$ cat src/design/dal_pkg.sv
// Shared types and constants for the DNS answer rewrite locator.
// No dependencies; every other design file imports this package.
package dal_pkg;

    localparam logic [15:0] MAX_PACKET_BYTES = 16'd65535;

    localparam logic [7:0]  PROTO_UDP        = 8'd17;
    localparam logic [15:0] UDP_HEADER_BYTES = 16'd8;
    localparam logic [15:0] DNS_FLAGS_BYTE   = 16'd2;
    localparam logic [15:0] DNS_ANCOUNT_HI   = 16'd6;
    localparam logic [15:0] DNS_ANCOUNT_LO   = 16'd7;
    localparam logic [15:0] DNS_HEADER_BYTES = 16'd12;
    localparam logic [16:0] ANSWER_ADDR_SKIP = 17'd17;
    localparam logic [6:0]  CHECKSUM_IN_UDP  = 7'd6;
    localparam logic [15:0] IP_PROTO_BYTE    = 16'd9;

    localparam logic [7:0] RESET_REPLACEMENT  = 8'd192;
    localparam logic [1:0] RESET_OCTET_INDEX  = 2'd3;

    // Configuration register indexes
    localparam logic CFG_REPLACEMENT = 1'b0;
    localparam logic CFG_OCTET_INDEX = 1'b1;

    typedef enum logic [2:0] {
        PH_HEADER = 3'b001,
        PH_NAME   = 3'b010,
        PH_AFTER  = 3'b100
    } phase_t;

    typedef struct packed {
        logic [7:0] data;
        logic       last;
    } beat_t;

    typedef struct packed {
        logic [7:0] replacement_octet;
        logic [1:0] address_octet_index;
    } cfg_t;

    typedef struct packed {
        logic        rewrite_hit;
        logic [15:0] rewrite_offset;
        logic [7:0]  new_octet;
        logic [6:0]  checksum_offset;
        logic [15:0] packet_length;
    } result_t;

endpackage

$ cat src/design/dns_answer_rewrite_locator.sv
// Top level of the DNS answer rewrite locator: configuration registers and stage wiring.
// Depends on dal_pkg, dal_in_stage, dal_parser and dal_result_reg.
//
//   Channel   Direction  Handshake          Payload
//   s_        in         s_valid/s_ready    s_packet_byte, s_end_of_packet
//   m_        out        m_valid/m_ready    m_rewrite_hit, m_rewrite_offset, m_new_octet,
//                                           m_checksum_offset, m_packet_length
//   cfg_      in         cfg_we             cfg_index, cfg_wdata
//
// One byte beat is taken per cycle unless a final byte waits for the output register. A beat
// is registered on entry and parsed from there; the verdict for the final byte of a packet
// is loaded into the output register as that byte moves on, and m_valid rises from there.
// Reset (aresetn low at a clock edge) empties both registers, clears the parse
// state and loads the register defaults. Only the final byte of a packet needs
// room in the output register, so a stalled sink holds back input only once a
// further final byte is waiting; ordinary bytes keep flowing into the parser.
module dns_answer_rewrite_locator import dal_pkg::*; (
    input  logic        aclk,
    input  logic        aresetn,

    input  logic        s_valid,
    output logic        s_ready,
    input  logic [7:0]  s_packet_byte,
    input  logic        s_end_of_packet,

    output logic        m_valid,
    input  logic        m_ready,
    output logic        m_rewrite_hit,
    output logic [15:0] m_rewrite_offset,
    output logic [7:0]  m_new_octet,
    output logic [6:0]  m_checksum_offset,
    output logic [15:0] m_packet_length,

    input  logic        cfg_we,
    input  logic        cfg_index,
    input  logic [7:0]  cfg_wdata
);

    cfg_t    cfg_reg;
    beat_t   in_beat;
    beat_t   held_beat;
    logic    held_valid;
    logic    advance;
    logic    out_free;
    result_t verdict;
    result_t out_data;

    // Configuration registers; the user must write them only while the block is idle (not enforced here).
    always_ff @(posedge aclk) begin
        if (!aresetn) begin
            cfg_reg.replacement_octet   <= RESET_REPLACEMENT;
            cfg_reg.address_octet_index <= RESET_OCTET_INDEX;
        end else if (cfg_we) begin
            unique case (cfg_index)
                CFG_REPLACEMENT: cfg_reg.replacement_octet   <= cfg_wdata;
                CFG_OCTET_INDEX: cfg_reg.address_octet_index <= cfg_wdata[1:0];
                default: ;
            endcase
        end
    end

    assign in_beat.data = s_packet_byte;
    assign in_beat.last = s_end_of_packet;

    // A held byte moves on unless it closes a packet and the verdict slot is full and not being taken.
    assign advance = held_valid && (!held_beat.last || out_free);

    dal_in_stage u_in_stage (
        .aclk       (aclk),
        .aresetn    (aresetn),
        .in_valid   (s_valid),
        .in_ready   (s_ready),
        .in_beat    (in_beat),
        .advance    (advance),
        .held_valid (held_valid),
        .held_beat  (held_beat)
    );

    dal_parser u_parser (
        .aclk    (aclk),
        .aresetn (aresetn),
        .commit  (advance),
        .beat    (held_beat),
        .cfg     (cfg_reg),
        .result  (verdict)
    );

    dal_result_reg u_result_reg (
        .aclk      (aclk),
        .aresetn   (aresetn),
        .load      (advance && held_beat.last),
        .load_data (verdict),
        .free      (out_free),
        .out_valid (m_valid),
        .out_ready (m_ready),
        .out_data  (out_data)
    );

    assign m_rewrite_hit     = out_data.rewrite_hit;
    assign m_rewrite_offset  = out_data.rewrite_offset;
    assign m_new_octet       = out_data.new_octet;
    assign m_checksum_offset = out_data.checksum_offset;
    assign m_packet_length   = out_data.packet_length;

endmodule

$ cat src/design/dal_in_stage.sv
// Input register of the locator: holds one packet byte beat until the parser takes it.
// Depends on dal_pkg for the beat type.
module dal_in_stage import dal_pkg::*; (
    input  logic  aclk,
    input  logic  aresetn,
    input  logic  in_valid,
    output logic  in_ready,
    input  beat_t in_beat,
    input  logic  advance,
    output logic  held_valid,
    output beat_t held_beat
);

    logic  valid_reg;
    logic  valid_next;
    beat_t beat_reg;
    logic  load;

    assign in_ready   = !valid_reg || advance;
    assign load       = in_valid && in_ready;
    assign held_valid = valid_reg;
    assign held_beat  = beat_reg;

    always_comb begin
        valid_next = valid_reg;
        if (load) begin
            valid_next = 1'b1;
        end else if (advance) begin
            valid_next = 1'b0;
        end
    end

    always_ff @(posedge aclk) begin
        if (!aresetn) begin
            valid_reg <= 1'b0;
        end else begin
            valid_reg <= valid_next;
        end
    end

    always_ff @(posedge aclk) begin
        if (load) begin
            beat_reg <= in_beat;
        end
    end

endmodule

$ cat src/design/dal_parser.sv
// Per-packet parse state and the single-pass update for one byte, plus the verdict logic.
// Depends on dal_pkg for phases, offsets and the beat, configuration and result types.
module dal_parser import dal_pkg::*; (
    input  logic    aclk,
    input  logic    aresetn,
    input  logic    commit,
    input  beat_t   beat,
    input  cfg_t    cfg,
    output result_t result
);

    logic [15:0] pos_reg,      pos_next;
    phase_t      phase_reg,    phase_next;
    logic [5:0]  ip_hdr_reg,   ip_hdr_next;
    logic        udp_reg,      udp_next;
    logic        resp_reg,     resp_next;
    logic [15:0] ancount_reg,  ancount_next;
    logic [15:0] name_end_reg, name_end_next;
    logic        term_reg,     term_next;

    logic        parse_en;
    logic [15:0] dns_base;
    logic [16:0] offset_wide;
    logic        hit;

    assign parse_en = (pos_reg != MAX_PACKET_BYTES);
    assign dns_base = 16'(ip_hdr_reg) + UDP_HEADER_BYTES;

    always_comb begin
        pos_next      = pos_reg;
        phase_next    = phase_reg;
        ip_hdr_next   = ip_hdr_reg;
        udp_next      = udp_reg;
        resp_next     = resp_reg;
        ancount_next  = ancount_reg;
        name_end_next = name_end_reg;
        term_next     = term_reg;
        if (parse_en) begin
            pos_next = pos_reg + 16'd1;
            if (pos_reg == 16'd0) begin
                ip_hdr_next = {beat.data[3:0], 2'b00};
            end
            if (pos_reg == IP_PROTO_BYTE) begin
                udp_next = (beat.data == PROTO_UDP);
            end
            if (phase_reg == PH_HEADER) begin
                if (pos_reg == dns_base + DNS_FLAGS_BYTE) begin
                    resp_next = beat.data[7];
                end
                if (pos_reg == dns_base + DNS_ANCOUNT_HI) begin
                    ancount_next[15:8] = beat.data;
                end
                if (pos_reg == dns_base + DNS_ANCOUNT_LO) begin
                    ancount_next[7:0] = beat.data;
                end
                if (pos_reg == dns_base + DNS_HEADER_BYTES) begin
                    phase_next = PH_NAME;
                end
            end
            // The byte that opens the name may itself be the terminator.
            if (phase_next == PH_NAME && beat.data == 8'd0) begin
                name_end_next = pos_reg;
                term_next     = 1'b1;
                phase_next    = PH_AFTER;
            end
        end
    end

    assign offset_wide = {1'b0, name_end_next} + ANSWER_ADDR_SKIP
                         + 17'(cfg.address_octet_index);
    assign hit = udp_next && resp_next && (ancount_next != 16'd0) && term_next
                 && (offset_wide < {1'b0, pos_next});

    always_comb begin
        result.rewrite_hit     = hit;
        result.rewrite_offset  = hit ? offset_wide[15:0] : 16'd0;
        result.new_octet       = hit ? cfg.replacement_octet : 8'd0;
        result.checksum_offset = hit ? (7'(ip_hdr_next) + CHECKSUM_IN_UDP) : 7'd0;
        result.packet_length   = pos_next;
    end

    always_ff @(posedge aclk) begin
        if (!aresetn) begin
            pos_reg      <= 16'd0;
            phase_reg    <= PH_HEADER;
            ip_hdr_reg   <= 6'd0;
            udp_reg      <= 1'b0;
            resp_reg     <= 1'b0;
            ancount_reg  <= 16'd0;
            name_end_reg <= 16'd0;
            term_reg     <= 1'b0;
        end else if (commit) begin
            if (beat.last) begin
                pos_reg      <= 16'd0;
                phase_reg    <= PH_HEADER;
                ip_hdr_reg   <= 6'd0;
                udp_reg      <= 1'b0;
                resp_reg     <= 1'b0;
                ancount_reg  <= 16'd0;
                name_end_reg <= 16'd0;
                term_reg     <= 1'b0;
            end else begin
                pos_reg      <= pos_next;
                phase_reg    <= phase_next;
                ip_hdr_reg   <= ip_hdr_next;
                udp_reg      <= udp_next;
                resp_reg     <= resp_next;
                ancount_reg  <= ancount_next;
                name_end_reg <= name_end_next;
                term_reg     <= term_next;
            end
        end
    end

    a_clear_after_last: assert property (@(posedge aclk) disable iff (!aresetn)
        commit && beat.last |=> pos_reg == 16'd0 && phase_reg == PH_HEADER)
        else $error("parse state not cleared after the final byte");

    a_count_saturates: assert property (@(posedge aclk) disable iff (!aresetn)
        commit && !beat.last && !parse_en |=> pos_reg == MAX_PACKET_BYTES)
        else $error("byte count left saturation");

    a_term_after_name: assert property (@(posedge aclk) disable iff (!aresetn)
        term_reg |-> phase_reg == PH_AFTER)
        else $error("name terminated outside the after-name phase");

endmodule

$ cat src/design/dal_result_reg.sv
// Output register of the locator: holds one verdict beat until the sink takes it.
// Depends on dal_pkg for the result type.
module dal_result_reg import dal_pkg::*; (
    input  logic    aclk,
    input  logic    aresetn,
    input  logic    load,
    input  result_t load_data,
    output logic    free,
    output logic    out_valid,
    input  logic    out_ready,
    output result_t out_data
);

    logic    valid_reg;
    logic    valid_next;
    result_t data_reg;

    assign free      = !valid_reg || out_ready;
    assign out_valid = valid_reg;
    assign out_data  = data_reg;

    always_comb begin
        valid_next = valid_reg;
        if (load) begin
            valid_next = 1'b1;
        end else if (out_ready) begin
            valid_next = 1'b0;
        end
    end

    always_ff @(posedge aclk) begin
        if (!aresetn) begin
            valid_reg <= 1'b0;
        end else begin
            valid_reg <= valid_next;
        end
    end

    always_ff @(posedge aclk) begin
        if (load) begin
            data_reg <= load_data;
        end
    end

    a_hit_in_bounds: assert property (@(posedge aclk) disable iff (!aresetn)
        valid_reg && data_reg.rewrite_hit
        |-> data_reg.rewrite_offset < data_reg.packet_length)
        else $error("rewrite offset beyond packet end on a hit");

    a_miss_zeroed: assert property (@(posedge aclk) disable iff (!aresetn)
        valid_reg && !data_reg.rewrite_hit
        |-> data_reg.rewrite_offset == 16'd0 && data_reg.checksum_offset == 7'd0
            && data_reg.new_octet == 8'd0)
        else $error("miss carries non-zero rewrite fields");

    a_load_when_free: assert property (@(posedge aclk) disable iff (!aresetn)
        load |-> free)
        else $error("verdict loaded over an untaken one");

endmodule

$ cat config.mk
export PLATFORM = sky130hd
export DESIGN_NAME = dns_answer_rewrite_locator
export DESIGN_NICKNAME = d
export VERILOG_FILES = /design/src/design/dal_pkg.sv /design/src/design/dns_answer_rewrite_locator.sv /design/src/design/dal_in_stage.sv /design/src/design/dal_parser.sv /design/src/design/dal_result_reg.sv
export SDC_FILE = /design/constraint.sdc
export NUM_CORES = 1
export LEC_CHECK = 0
export ABC_AREA = 1
export BUFFER_PORTS_ARGS = -buffer_cell sky130_fd_sc_hd__buf_4
export CAP_MARGIN = 5
export CORE_ASPECT_RATIO = 0.8
export CORE_MARGIN = 4
export CORE_UTILIZATION = 40
export CTS_CLUSTER_SIZE = 10
export DETAILED_ROUTE_END_ITERATION = 10
export MAX_ROUTING_LAYER = met4
export REMOVE_ABC_BUFFERS = 1
export SYNTH_ARGS = -nofsm -noshare
export SYNTH_HDL_FRONTEND = slang
export SYNTH_HIERARCHICAL = 1
export SYNTH_SLANG_ARGS = --single-unit
$ cat constraint.sdc
create_clock -name aclk -period 13.5 [get_ports aclk]
set_input_delay 2.025 -clock aclk [delete_from_list [all_inputs] [get_ports aclk]]
set_output_delay 2.025 -clock aclk [all_outputs]
set_load 0.01 [all_outputs]
==> flow_metrics.py <==
metrics = {
    "synthesis": {
        "ys_warn_count": 6,
        "mappedNetlistArea_um2": 7900,
        "avgSynthCellArea_um2": 7.16,
        "netlist.area_leader.share_pct": 21.7,
        "synth_edf_count": 57,
        "synth_flop_cell": "dfxtp_1",
        "async_reset_ff_share_pct": 0,
        "synthCells": 1103,
        "synth_common_cells": "nand2_1, inv_1, nor2_1",
        "synth.area.top_cells": "edfxtp_1, dfxtp_1, nand2_1",
        "seq_area_frac_synth_pct": 39.9,
        "yosysTopAreaCell": "edfxtp_1",
        "synth_cell_type_count": 41,
        "synth_most_common_cell": "nand2_1",
        "synth-seq-cells": 129,
    },
    "routing": {
        "wl_met2_um": 8760,
        "initialDrtViolationCount": 642,
        "vias": 7138,
        "ant_nets": 0,
        "drt-pass1-iter-count": 5,
        "top_layer": "met4",
        "wl_um": 20800,
        "post-route-drc-count": 0,
        "wl_met1_um": 10400,
        "wl_per_cell_um": 14.5,
        "viasPerCell": 4.98,
        "met3_length_um": 1530,
    },
    "sta": {
        "fmax_mhz": 158,
        "finalCritPeriodShare_pct": 46.9,
        "setup_viol": 0,
        "worst_pin_slew_ns": 1.14,
        "rsz0062_at_grt": "no",
        "relSlewSlack_pct": 24.0,
        "drv_slew": 0,
        "fin_tns_setup_ns": 0,
        "hold_viol": 0,
        "fin_crit_ns": 6.34,
        "finClkSkew_ns": 0.00882,
    },
    "clock_tree": {
        "numCtsBuffers": 17,
        "path_clk_slew_ns": 0.06,
        "postCtsHoldBufs": 0,
        "cts_tree": "built",
        "cts_buffer_depth": 2,
        "cts_setup_buffers": 0,
        "clock_latency_ns": 0.43,
        "cts_resized": 0,
        "clock_sinks": 129,
        "cts.root.buffer_cell": "clkbuf_16",
        "htree_levels": 4,
    },
    "die": {
        "die_area_um2": 22100,
        "core_region_area_um2": 19200,
        "die_w_um": 165,
        "pin_count": 73,
        "die_h_um": 134,
        "start_util_pct": 41.1,
        "row_count": 45,
    },
    "placed_design": {
        "gp_congestion": 0.932,
        "hpwlAfterDp_um": 15000,
        "portBuffers": 72,
    },
    "worst_setup_path": {
        "startpoint_type": "register",
        "cp_common_cell": "nand2_1",
        "r2r_slack_ns": 7.16,
        "cp_slowest_cell": "dfxtp_1",
        "required_ns": 13.77,
        "critPathCaptureType": "register",
        "critPathArrivalTime_ns": 6.61,
        "max_stage_delay_ns": 0.48,
        "cp_num_buf_inv": 5,
        "cp_top_family": "simple AND/OR/NAND/NOR gates",
        "critPathKind": "reg2reg",
        "path_max_fanout": 31,
    },
    "global_route": {
        "grt_pass1_wl_um": 34200,
        "antenna_found_initial": 0,
        "grt_max_degree": 53,
        "overflow": 0,
        "grt_pass1_vias": 6597,
        "track_usage_pct": 20.1,
    },
    "finish": {
        "largest_reg_flops": 48,
        "post-route-util_pct": 47.8,
        "drive_above_1_share_pct": 14.5,
        "nets": 1218,
        "area_delta_synth_final_pct": 16.2,
        "n_fill_cell": 1907,
        "num_antenna_cells": 0,
    },
    "power_and_ir_drop": {
        "clockPowerShare_pct": 48.1,
        "internal_power_w": 0.000717,
        "p_seq_share_pct": 44.6,
        "leakagePower_nw": 4.05,
        "max-vdd-ir-drop_uv": 77.2,
        "swShare_pct": 24.4,
        "p_per_area_nw_per_um2": 103,
        "comb_power_share_pct": 7.3,
        "power_switching_w": 0.000231,
    },
    "run_status": {
        "status": "finished clean",
    },
    "min_path": {
        "hold_path.class": "reg2reg",
    },
    "flow_run": {
        "cap_violations": 0,
    },
}
## layout by cell type, fill, tap and decap left out, drive strengths merged
master    netlist  routed
nand2         355     355
inv           163     166
nor2          111     111
buf            17      78
a21oi          78      78
dfxtp          72      72
nand3          69      69
edfxtp         57      57
nand4          39      39
ha             31      31
o21ai          25      25
xor2           22      22
clkbuf         20      18
nor3           15      15
clkinv          2       9
nor4            5       5
o22ai           5       5
or2             4       4
o21bai          4       4
nand3b          3       3
bufinv          0       2
clkinvlp        0       2
and2            2       2
a21boi          1       1
xnor2           1       1
a211oi          1       1
fa              1       1
## worst register-to-register path: cells and delay by family, from the launching register on
kind | cells | cell delay [ns]
and+or+nand+nor | 18 | 2.23
AOI/OAI and AO/OA | 7 | 1.52
adders and majority gates | 4 | 1.23
buffers and inverters | 5 | 0.51
DFF | 1 | 0.48
xor gates and xnor gates | 1 | 0.24
## power by group through the flow
stage | Combinational, W | Sequential [W] | Clock [W]
after floorplan | 0.0000380 | 0.000432 | 0
after global placement | 0.0000697 | 0.000432 | 0
after detailed placement | 0.0000693 | 0.000432 | 0
after CTS | 0.0000696 | 0.000423 | 0.000465
after global routing | 0.0000774 | 0.000424 | 0.000485
final | 0.0000688 | 0.000423 | 0.000456
## area by class of cell
| type | instances | area [µm²] | share of cell area [%] |
|---|---|---|---|
| clock inverter | 14 | 138 | 1.50 |
| timing repair buffer | 78 | 586 | 6.38 |
| inverter | 165 | 619 | 6.75 |
| clock buffer | 18 | 439 | 4.79 |
| tap | 258 | 323 | 3.52 |
| multi-input combinational | 772 | 3920 | 42.7 |
| sequential | 129 | 3150 | 34.4 |
## layer usage
layer,up-vias,GRT usage (%)
met2,226,28.1
met5,-,-
li1,3659,-
met1,3235,29.7
met3,18,3.84
met4,0,5.45
## worst paths after layout
check | start | end | cells past startpoint
worst min register to register | cfg_reg[8] | cfg_reg[8] | 2
worst max-delay path | u_parser/ip_hdr_reg[3] | u_result_reg/out_data[27] | 35
worst max register to register | u_parser/ip_hdr_reg[3] | u_result_reg/out_data[27] | 35
worst min-delay path | cfg_reg[8] | cfg_reg[8] | 2
## kinds of logic after synthesis
family / Yosys count / synth area share, %
XOR/XNOR: 23 / 2.55
flip-flops: 129 / 39.9
AO/OA/AOI/OAI: 114 / 8.02
adder cells (fa/ha/maj): 32 / 5.16
AND/OR/NAND/NOR: 603 / 33.8
buffers and inverters: 202 / 10.5
## per-stage QoR
step	power [W]	setup WS (ns)	hold slack, ns	instances	instance area [µm²]
4_1_cts	0.000958	7.15	0.464	1434	9180
3_3_place_gp	0.000501	7.45	0.449	1402	8600
2_1_floorplan	0.000470	7.11	0.429	1066	7680
6_report	0.000948	7.16	0.458	1434	9180
5_1_grt	0.000987	6.47	0.481	1434	9180
3_5_place_dp	0.000501	7.18	0.450	1402	8600
Note: power is estimated with default switching activity, not from simulation.
